**config.mk**
```make
export PLATFORM = sky130hd
export DESIGN_NAME = sorted_priority_queue_flat
export DESIGN_NICKNAME = d
export VERILOG_FILES = /design/src/hdl/spq_pkg.sv /design/src/hdl/spq_req_if.sv /design/src/hdl/spq_rsp_if.sv /design/src/hdl/spq_ctrl.sv /design/src/hdl/spq_datapath.sv /design/src/hdl/sorted_priority_queue.sv /design/src/flat_wrapper.sv
export SDC_FILE = /design/constraint.sdc
export NUM_CORES = 2
export LEC_CHECK = 0
export BUFFER_PORTS_ARGS = -buffer_cell sky130_fd_sc_hd__clkbuf_2
export CAP_MARGIN = 25
export CORE_UTILIZATION = 55
export DETAILED_ROUTE_END_ITERATION = 8
export GPL_TIMING_DRIVEN = 1
export PLACE_DENSITY = 0.83
export SLEW_MARGIN = 20
export SYNTH_ARGS = -nofsm -noshare
export SYNTH_HDL_FRONTEND = slang
export SYNTH_SLANG_ARGS = --single-unit
```
**constraint.sdc**
```tcl
create_clock -name clock -period 4.2 [get_ports clock]
set_clock_uncertainty 0.1 [all_clocks]
set_input_delay 0.42 -clock clock [delete_from_list [all_inputs] [get_ports clock]]
set_output_delay 0.42 -clock clock [all_outputs]
set_load 0.02 [all_outputs]
```
**src/hdl/spq_pkg.sv**
```systemverilog
package spq_pkg;

   localparam int CMD_BITS   = 2;
   localparam int FIELD_BITS = 16;
   localparam int CAP_BITS   = 5;
   localparam int COUNT_BITS = 5;

   localparam logic [CAP_BITS-1:0] CAP_RESET = 5'd16;

   typedef enum logic [CMD_BITS-1:0] {
      CMD_INSERT = 2'd0,
      CMD_REMOVE = 2'd1,
      CMD_PEEK   = 2'd2
   } cmd_type;

   typedef enum logic [1:0] {
      ST_OK    = 2'd0,
      ST_EMPTY = 2'd1,
      ST_FULL  = 2'd2
   } status_type;

   typedef enum logic {
      S_IDLE = 1'b0,
      S_EXEC = 1'b1
   } state_type;

   // controller to datapath
   typedef struct packed {
      logic load;
      logic exec;
   } ctrl_type;

endpackage

```
**src/hdl/spq_req_if.sv**
```systemverilog
interface spq_req_if;
   import spq_pkg::*;

   logic                  valid;
   logic                  ready;
   logic [CMD_BITS-1:0]   cmd;
   logic [FIELD_BITS-1:0] item_key;
   logic [FIELD_BITS-1:0] item_tag;

   modport source (output valid, output cmd, output item_key, output item_tag, input ready);
   modport sink (input valid, input cmd, input item_key, input item_tag, output ready);
endinterface

```
**src/hdl/spq_rsp_if.sv**
```systemverilog
interface spq_rsp_if;
   import spq_pkg::*;

   logic                  valid;
   logic                  ready;
   logic [1:0]            status;
   logic [FIELD_BITS-1:0] out_key;
   logic [FIELD_BITS-1:0] out_tag;
   logic [COUNT_BITS-1:0] item_count;

   modport source (output valid, output status, output out_key, output out_tag,
                   output item_count, input ready);
   modport sink (input valid, input status, input out_key, input out_tag,
                 input item_count, output ready);
endinterface

```
**src/hdl/spq_ctrl.sv**
```systemverilog
module spq_ctrl (
   input  logic              clock,
   input  logic              reset,
   input  logic              req_valid,
   output logic              req_ready,
   output logic              rsp_valid,
   input  logic              rsp_ready,
   output spq_pkg::ctrl_type ctrl
);
   import spq_pkg::*;

   state_type state_ff, state_in;
   logic      rsp_valid_ff, rsp_valid_in;
   logic      slot_free;

   assign slot_free = !rsp_valid_ff || rsp_ready;

   always_comb begin
      state_in = state_ff;
      case (state_ff)
         S_IDLE: begin
            if (req_valid) state_in = S_EXEC;
         end
         S_EXEC: begin
            // hold until the result register can take the outcome
            if (slot_free) state_in = S_IDLE;
         end
         default: state_in = S_IDLE;
      endcase
   end

   always_comb begin
      req_ready = 1'b0;
      ctrl      = '0;
      case (state_ff)
         S_IDLE: begin
            req_ready = 1'b1;
            ctrl.load = req_valid;
         end
         S_EXEC: begin
            ctrl.exec = slot_free;
         end
         default: begin
            req_ready = 1'b0;
         end
      endcase
   end

   always_comb begin
      rsp_valid_in = rsp_valid_ff;
      if (ctrl.exec) rsp_valid_in = 1'b1;
      else if (rsp_ready) rsp_valid_in = 1'b0;
   end

   always_ff @(posedge clock) begin
      if (reset) begin
         state_ff     <= S_IDLE;
         rsp_valid_ff <= 1'b0;
      end else begin
         state_ff     <= state_in;
         rsp_valid_ff <= rsp_valid_in;
      end
   end

   assign rsp_valid = rsp_valid_ff;

endmodule

```
**src/hdl/spq_datapath.sv**
```systemverilog
module spq_datapath #(
   parameter int DEPTH    = 16,
   parameter int KEY_BITS = 16,
   parameter int TAG_BITS = 16
) (
   input  logic                           clock,
   input  logic                           reset,
   input  logic                           csr_wr_en,
   input  logic [spq_pkg::CAP_BITS-1:0]   csr_wr_data,
   input  spq_pkg::ctrl_type              ctrl,
   input  logic [spq_pkg::CMD_BITS-1:0]   req_cmd,
   input  logic [spq_pkg::FIELD_BITS-1:0] req_item_key,
   input  logic [spq_pkg::FIELD_BITS-1:0] req_item_tag,
   output logic [1:0]                     rsp_status,
   output logic [spq_pkg::FIELD_BITS-1:0] rsp_out_key,
   output logic [spq_pkg::FIELD_BITS-1:0] rsp_out_tag,
   output logic [spq_pkg::COUNT_BITS-1:0] rsp_item_count
);
   import spq_pkg::*;

   localparam int CW = $clog2(DEPTH + 1);
   localparam int LW = (CW > CAP_BITS) ? CW : CAP_BITS;

   // request register
   cmd_type             cmd_ff;
   logic [KEY_BITS-1:0] new_key_ff;
   logic [TAG_BITS-1:0] new_tag_ff;

   logic [CAP_BITS-1:0] cap_ff;
   logic [CW-1:0]       count_ff, count_in;

   // one cell per entry, front at index 0
   logic [KEY_BITS-1:0] key_ff [DEPTH];
   logic [KEY_BITS-1:0] key_in [DEPTH];
   logic [TAG_BITS-1:0] tag_ff [DEPTH];
   logic [TAG_BITS-1:0] tag_in [DEPTH];

   logic [DEPTH-1:0] less;
   logic [DEPTH-1:0] less_prev;
   logic             full;
   logic             empty;

   status_type            status_in;
   logic [FIELD_BITS-1:0] out_key_in;
   logic [FIELD_BITS-1:0] out_tag_in;

   logic [1:0]            status_ff;
   logic [FIELD_BITS-1:0] out_key_ff;
   logic [FIELD_BITS-1:0] out_tag_ff;
   logic [COUNT_BITS-1:0] item_count_ff;

   always_comb begin
      for (int i = 0; i < DEPTH; i++) begin
         less[i] = (CW'(i) < count_ff) && (key_ff[i] < new_key_ff);
      end
   end

   assign less_prev = {less[DEPTH-2:0], 1'b0};
   assign full      = (LW'(count_ff) >= LW'(cap_ff)) || (count_ff == CW'(DEPTH));
   assign empty     = (count_ff == '0);

   always_comb begin
      count_in   = count_ff;
      status_in  = ST_OK;
      out_key_in = '0;
      out_tag_in = '0;
      for (int i = 0; i < DEPTH; i++) begin
         key_in[i] = key_ff[i];
         tag_in[i] = tag_ff[i];
      end
      case (cmd_ff)
         CMD_INSERT: begin
            if (full) begin
               status_in = ST_FULL;
            end else begin
               // move smaller keys back, drop the new request after its equals
               for (int i = 0; i < DEPTH; i++) begin
                  if (less_prev[i]) begin
                     key_in[i] = key_ff[(i == 0) ? 0 : i - 1];
                     tag_in[i] = tag_ff[(i == 0) ? 0 : i - 1];
                  end else if (less[i] || (CW'(i) == count_ff)) begin
                     key_in[i] = new_key_ff;
                     tag_in[i] = new_tag_ff;
                  end
               end
               count_in = count_ff + CW'(1);
            end
         end
         CMD_REMOVE: begin
            if (empty) begin
               status_in = ST_EMPTY;
            end else begin
               out_key_in = FIELD_BITS'(key_ff[0]);
               out_tag_in = FIELD_BITS'(tag_ff[0]);
               // advance every entry one place to the front
               for (int i = 0; i < DEPTH - 1; i++) begin
                  key_in[i] = key_ff[i + 1];
                  tag_in[i] = tag_ff[i + 1];
               end
               count_in = count_ff - CW'(1);
            end
         end
         CMD_PEEK: begin
            if (empty) begin
               status_in = ST_EMPTY;
            end else begin
               out_key_in = FIELD_BITS'(key_ff[0]);
               out_tag_in = FIELD_BITS'(tag_ff[0]);
            end
         end
         default: begin
            status_in = ST_OK;
         end
      endcase
   end

   always_ff @(posedge clock) begin
      if (reset) begin
         count_ff <= '0;
         cap_ff   <= CAP_RESET;
      end else begin
         if (ctrl.exec) count_ff <= count_in;
         if (csr_wr_en) cap_ff <= csr_wr_data;
      end
   end

   always_ff @(posedge clock) begin
      if (ctrl.load) begin
         cmd_ff     <= cmd_type'(req_cmd);
         new_key_ff <= KEY_BITS'(req_item_key);
         new_tag_ff <= TAG_BITS'(req_item_tag);
      end
      if (ctrl.exec) begin
         for (int i = 0; i < DEPTH; i++) begin
            key_ff[i] <= key_in[i];
            tag_ff[i] <= tag_in[i];
         end
         status_ff     <= status_in;
         out_key_ff    <= out_key_in;
         out_tag_ff    <= out_tag_in;
         item_count_ff <= COUNT_BITS'(LW'(count_in));
      end
   end

   assign rsp_status     = status_ff;
   assign rsp_out_key    = out_key_ff;
   assign rsp_out_tag    = out_tag_ff;
   assign rsp_item_count = item_count_ff;

   a_count_bound: assert property (@(posedge clock) disable iff (reset)
      count_ff <= CW'(DEPTH))
      else $error("held count above depth");

   a_insert_grows: assert property (@(posedge clock) disable iff (reset)
      ctrl.exec && cmd_ff == CMD_INSERT && !full |=> count_ff == $past(count_ff) + CW'(1))
      else $error("accepted insert did not grow the count");

   a_remove_shrinks: assert property (@(posedge clock) disable iff (reset)
      ctrl.exec && cmd_ff == CMD_REMOVE && !empty |=> count_ff == $past(count_ff) - CW'(1))
      else $error("remove did not shrink the count");

   a_front_sorted: assert property (@(posedge clock) disable iff (reset)
      count_ff >= CW'(2) |-> key_ff[0] >= key_ff[1])
      else $error("front entries out of order");

endmodule

```
**src/hdl/sorted_priority_queue.sv**
```systemverilog
// An accepted request is loaded into the request register; the controller then
// waits in its execute state until the result register is free; the insert or
// remove shifts every entry at that point. No new request is taken in between.
// A new request is accepted while the previous result still waits to be taken.
// Reset (synchronous, active high) empties the queue and sets the capacity to 16;
// entry contents stay undefined until written.
module sorted_priority_queue #(
   parameter int DEPTH    = 16,
   parameter int KEY_BITS = 16,
   parameter int TAG_BITS = 16
) (
   input  logic                         clock,
   input  logic                         reset,
   input  logic                         csr_wr_en,
   input  logic [spq_pkg::CAP_BITS-1:0] csr_wr_data,
   spq_req_if.sink                      req_bus,
   spq_rsp_if.source                    rsp_bus
);
   import spq_pkg::*;

   ctrl_type ctrl;

   spq_ctrl u_ctrl (
      .clock     (clock),
      .reset     (reset),
      .req_valid (req_bus.valid),
      .req_ready (req_bus.ready),
      .rsp_valid (rsp_bus.valid),
      .rsp_ready (rsp_bus.ready),
      .ctrl      (ctrl)
   );

   spq_datapath #(
      .DEPTH    (DEPTH),
      .KEY_BITS (KEY_BITS),
      .TAG_BITS (TAG_BITS)
   ) u_datapath (
      .clock          (clock),
      .reset          (reset),
      .csr_wr_en      (csr_wr_en),
      .csr_wr_data    (csr_wr_data),
      .ctrl           (ctrl),
      .req_cmd        (req_bus.cmd),
      .req_item_key   (req_bus.item_key),
      .req_item_tag   (req_bus.item_tag),
      .rsp_status     (rsp_bus.status),
      .rsp_out_key    (rsp_bus.out_key),
      .rsp_out_tag    (rsp_bus.out_tag),
      .rsp_item_count (rsp_bus.item_count)
   );

endmodule

```
**src/flat_wrapper.sv**
```systemverilog
// flat-port wrapper written by rule: the top's interface ports become plain ports
module sorted_priority_queue_flat import spq_pkg::*;
#(
   parameter int DEPTH    = 16,
   parameter int KEY_BITS = 16,
   parameter int TAG_BITS = 16
)
  (clock, reset, csr_wr_en, csr_wr_data, req_bus_valid, req_bus_cmd, req_bus_item_key, req_bus_item_tag, req_bus_ready, rsp_bus_valid, rsp_bus_status, rsp_bus_out_key, rsp_bus_out_tag, rsp_bus_item_count, rsp_bus_ready);
  spq_req_if req_bus_i ();
  spq_rsp_if rsp_bus_i ();
  input  logic clock;
  input  logic reset;
  input  logic csr_wr_en;
  input  logic [spq_pkg::CAP_BITS-1:0] csr_wr_data;
  input wire logic [$bits(req_bus_i.valid)-1:0] req_bus_valid;
  input wire logic [$bits(req_bus_i.cmd)-1:0] req_bus_cmd;
  input wire logic [$bits(req_bus_i.item_key)-1:0] req_bus_item_key;
  input wire logic [$bits(req_bus_i.item_tag)-1:0] req_bus_item_tag;
  output wire logic [$bits(req_bus_i.ready)-1:0] req_bus_ready;
  output wire logic [$bits(rsp_bus_i.valid)-1:0] rsp_bus_valid;
  output wire logic [$bits(rsp_bus_i.status)-1:0] rsp_bus_status;
  output wire logic [$bits(rsp_bus_i.out_key)-1:0] rsp_bus_out_key;
  output wire logic [$bits(rsp_bus_i.out_tag)-1:0] rsp_bus_out_tag;
  output wire logic [$bits(rsp_bus_i.item_count)-1:0] rsp_bus_item_count;
  input wire logic [$bits(rsp_bus_i.ready)-1:0] rsp_bus_ready;
  assign req_bus_i.valid = req_bus_valid;
  assign req_bus_i.cmd = req_bus_cmd;
  assign req_bus_i.item_key = req_bus_item_key;
  assign req_bus_i.item_tag = req_bus_item_tag;
  assign req_bus_ready = req_bus_i.ready;
  assign rsp_bus_valid = rsp_bus_i.valid;
  assign rsp_bus_status = rsp_bus_i.status;
  assign rsp_bus_out_key = rsp_bus_i.out_key;
  assign rsp_bus_out_tag = rsp_bus_i.out_tag;
  assign rsp_bus_item_count = rsp_bus_i.item_count;
  assign rsp_bus_i.ready = rsp_bus_ready;
  sorted_priority_queue #(.DEPTH(DEPTH), .KEY_BITS(KEY_BITS), .TAG_BITS(TAG_BITS)) u_core (.clock(clock), .reset(reset), .csr_wr_en(csr_wr_en), .csr_wr_data(csr_wr_data), .req_bus(req_bus_i), .rsp_bus(rsp_bus_i));
endmodule
```
==> out/qor.yml <==
die:
  design.core.area_mm2: 0.06354
  die_area_mm2: 0.06570
  row_count: 92
  pin_count: 85
  die_h_um: 256.3
  start_util_pct: 55.98
  fp.dieW_um: 256.3
yosys:
  yosysSeqAreaShare_pct: 50.06
  synth_edf_count: 585
  netlist_area_mm2: 0.03557
  async_flop_share_pct: 0
  synthDistinctLibCells: 59
  avgSynthCellArea_um2: 11.05
  syn-num-nets: 3516
  synth-seq-cells: 597
  yosysWarnings: 0
  ys.flop_type: "edfxtp_1"
  synthCells: 3219
critical_path:
  worst-endpoint-required_ns: 4.52
  crit_fanout: 17
  critical_path_class: "reg2reg"
  r2r_slack_ns: 0.17
  path_buf_inv: 2
  crit_arrival_ns: 4.35
  slowest_delay_ns: 0.77
  reg2regPathDepth: 8
  cp_slowest_cell: "o31ai_1"
  worstSetupStartpointType: "register"
  crit_path_cell_trace: "inv_1 -> ha_1 -> nand4_1 -> o31ai_1 -> a221o_1 -> a21o_1 -> buf_12 -> mux2_2"
  critPathCaptureType: "register"
  r2r-end: "u_core.u_datapath.tag_ff[1][113]$_DFFE_PP_"
  cp_top_family: "compound AO/OA/AOI/OAI gates"
  rr_startpoint: "u_core.u_datapath.new_key_ff[7]$_DFFE_PP_"
sta:
  rsz0062_at_grt: "no"
  report.final.slew_viol_count: 0
  max_freq_ghz: 0.2481
  min_period_ns: 4.030
  period_share_pct: 95.96
  slew_headroom_pct: 29.65
  max_slew.worst_pin.slew_ns: 1.047
  report.final.setup_viol: 0
  fin_setup_tns_ns: 0
  layout_setup_ws_ns: 0.1697
  hold_viol_final: 0
clock_tree:
  ctsHtreeMaxLevel: 2
  ctsHoldBuffers: 41
  cts_inserted_buffers: 58
  post_cts_resized: 0
  clock_sinks: 597
  cts.clk_slew.worst_paths_ns: 0.07
  cts_setup_buffers: 0
  cts_tree: "built"
  root_buffer: "clkbuf_16"
  clk-insertion-delay-late_ns: 0.68
  clk_path_buf_depth: 3
min_path:
  hold_path_depth: 2
  hp-class: "in2reg"
  min-delay-start: "csr_wr_en"
  holdPathEnd: "u_core.u_datapath.cap_ff[4]$_SDFFE_PP1P_"
global_route:
  grt_usage_pct: 34.09
  antenna_found_initial: 1
  grt_max_degree: 199
  grt_pass1_wl_mm: 175.9
  grt_pass1_vias: 29880
  overflow: 0
drt:
  drtAntennaViolNets: 0
  wl_mm: 115.7
  drc: 0
  dr_total_vias: 30940
  first_pass_iters: 6
  viasPerCell: 7.612
  routedWlPerCell_um: 28.47
  routed-wl-met2_mm: 52.01
  drt_iter0_markers: 5327
  wl_met1_mm: 42.54
  wl_met3_mm: 14.23
  top_layer: "met5"
pwr:
  leakage_nw: 14.72
  pwr_density_cell_mw_per_mm2: 391.8
  ir_drop_mv: 0.3629
outcome:
  status: "finished clean"
place:
  dp_hpwl_mm: 75.52
  place_ws_ns: 0.3130
  port_buffers: 84
  globalplace.congestion: 0.9729
layout:
  antenna_cells: 0
  final_nets: 3470
  final_util_pct: 62.51
  fillerInstances: 4815
  drive_gt1_share_pct: 12.40
  syn_to_final_growth_pct: 11.65
flow_run:
  cap_violations: 0
## routing by layer
layer / GRT usage (%) / up-vias
met3: 5.951 / 466
met4: 18.18 / 2
met1: 45.81 / 14770
met2: 52.74 / 2786
li1: - / 12910
met5: 0 / -
## layout make-up
class                   instances  area (µm²)  area share [%]
multi-input cells            2223       16750           42.17
clock buffers                  69        1503           3.784
repair buffers                258        2167           5.456
inverters                      35       138.9          0.3497
clock inverters                36       292.8          0.7372
well taps                     846        1059           2.665
flip-flops and latches        597       17810           44.84
## worst max path at each step
stage	startpoint	endpoint	slack [ns]	cells past startpoint
2_1_floorplan	u_core.u_datapath.new_key_ff[13]$_DFFE_PP_	u_core.u_datapath.key_ff[1][80]$_DFFE_PP_	-0.44	10
3_3_place_gp	u_core.u_datapath.new_key_ff[2]$_DFFE_PP_	u_core.u_datapath.tag_ff[0][105]$_DFFE_PP_	0.38	9
3_5_place_dp	u_core.u_datapath.new_key_ff[2]$_DFFE_PP_	u_core.u_datapath.tag_ff[0][98]$_DFFE_PP_	0.31	9
4_1_cts	u_core.u_datapath.new_key_ff[2]$_DFFE_PP_	u_core.u_datapath.key_ff[0][99]$_DFFE_PP_	0.28	9
5_1_grt	u_core.u_datapath.new_key_ff[2]$_DFFE_PP_	u_core.u_datapath.key_ff[0][99]$_DFFE_PP_	0.08	9
6_report	u_core.u_datapath.new_key_ff[7]$_DFFE_PP_	u_core.u_datapath.tag_ff[1][113]$_DFFE_PP_	0.17	8
## registers in the layout, summed over array words and instances, names as in the netlist
| signal | count |
|---|---|
| u_core.u_datapath.tag_ff | 256 |
| u_core.u_datapath.count_ff | 5 |
| u_core.u_datapath.new_key_ff | 16 |
| u_core.u_ctrl.state_ff | 1 |
| u_core.u_datapath.cmd_ff | 2 |
| u_core.u_datapath.rsp_out_tag | 16 |
| u_core.u_ctrl.rsp_valid | 1 |
| u_core.u_datapath.cap_ff | 5 |
| u_core.u_datapath.new_tag_ff | 16 |
| u_core.u_datapath.rsp_out_key | 16 |
| u_core.u_datapath.key_ff | 256 |
| u_core.u_datapath.rsp_item_count | 5 |
| u_core.u_datapath.rsp_status | 2 |
## cells by family (layout without fill, tap and decap cells)
group	count (synthesis)	in the layout	share of synthesized area [%]
buf+inv	399	398	4.622
xor+xnor	1	1	0.02463
compound gates	755	755	17.98
mux	68	68	2.110
fa+ha+maj	253	253	8.899
flops	597	597	50.06
simple gates	1146	1146	16.31
## cells in the final DEF (no fill, tap or decap), drive strengths merged, types with 16 or more instances in the layout
cell type,count
a21oi,80
clkinv,31
mux2i,36
a211oi,18
dlygate4sd3,41
a21boi,16
nor2,65
mux2,32
o21ai,87
buf,133
nor2b,25
clkbuf,153
edfxtp,585
nand4,28
nand2,91
nand3,396
inv,36
ha,253
a21o,66
nor3,412
a221o,419
and3,100
a41oi,21
## where the power goes
group | leakage, nW | switching (mW) | internal, mW
clock | 0.882 | 2.42 | 2.74
combinational | 8.37 | 1.96 | 1.21
sequential | 5.48 | 0.231 | 7.00
total | 14.7 | 4.61 | 10.9
## through the flow
step           area [µm²]  power, mW  hold slack (ns)  std cells
6_report            39720      15.56          0.07578       4064
5_1_grt             39720      15.96          0.07944       4064
4_1_cts             39680      15.39          0.06198       4059
3_5_place_dp        37470      10.33           0.3890       3913
3_3_place_gp        37450      10.20           0.3844       3911
2_1_floorplan       35650      9.367           0.3604       3219
## Yosys cell counts, types with 16 or more instances
| cell | count | area [µm²] |
|---|---|---|
| nor2b_1 | 25 | 156.4 |
| a21boi_0 | 16 | 120.1 |
| a41oi_1 | 21 | 183.9 |
| nand3_1 | 396 | 1982 |
| ha_1 | 253 | 3166 |
| a21oi_1 | 79 | 395.4 |
| a21o_1 | 66 | 495.5 |
| mux2_2 | 24 | 270.3 |
| and3_1 | 100 | 625.6 |
| buf_2 | 87 | 435.4 |
| nand4_1 | 27 | 168.9 |
| mux2i_1 | 36 | 360.4 |
| a211oi_1 | 17 | 127.6 |
| inv_1 | 34 | 127.6 |
| clkbuf_1 | 269 | 1010 |
| nor2_1 | 65 | 244.0 |
| a221o_1 | 419 | 4194 |
| nand2_1 | 90 | 337.8 |
| edfxtp_1 | 585 | 17570 |
| nor3_1 | 412 | 2062 |
| o21ai_0 | 75 | 375.4 |
Note: power is estimated with default switching activity, not from simulation.
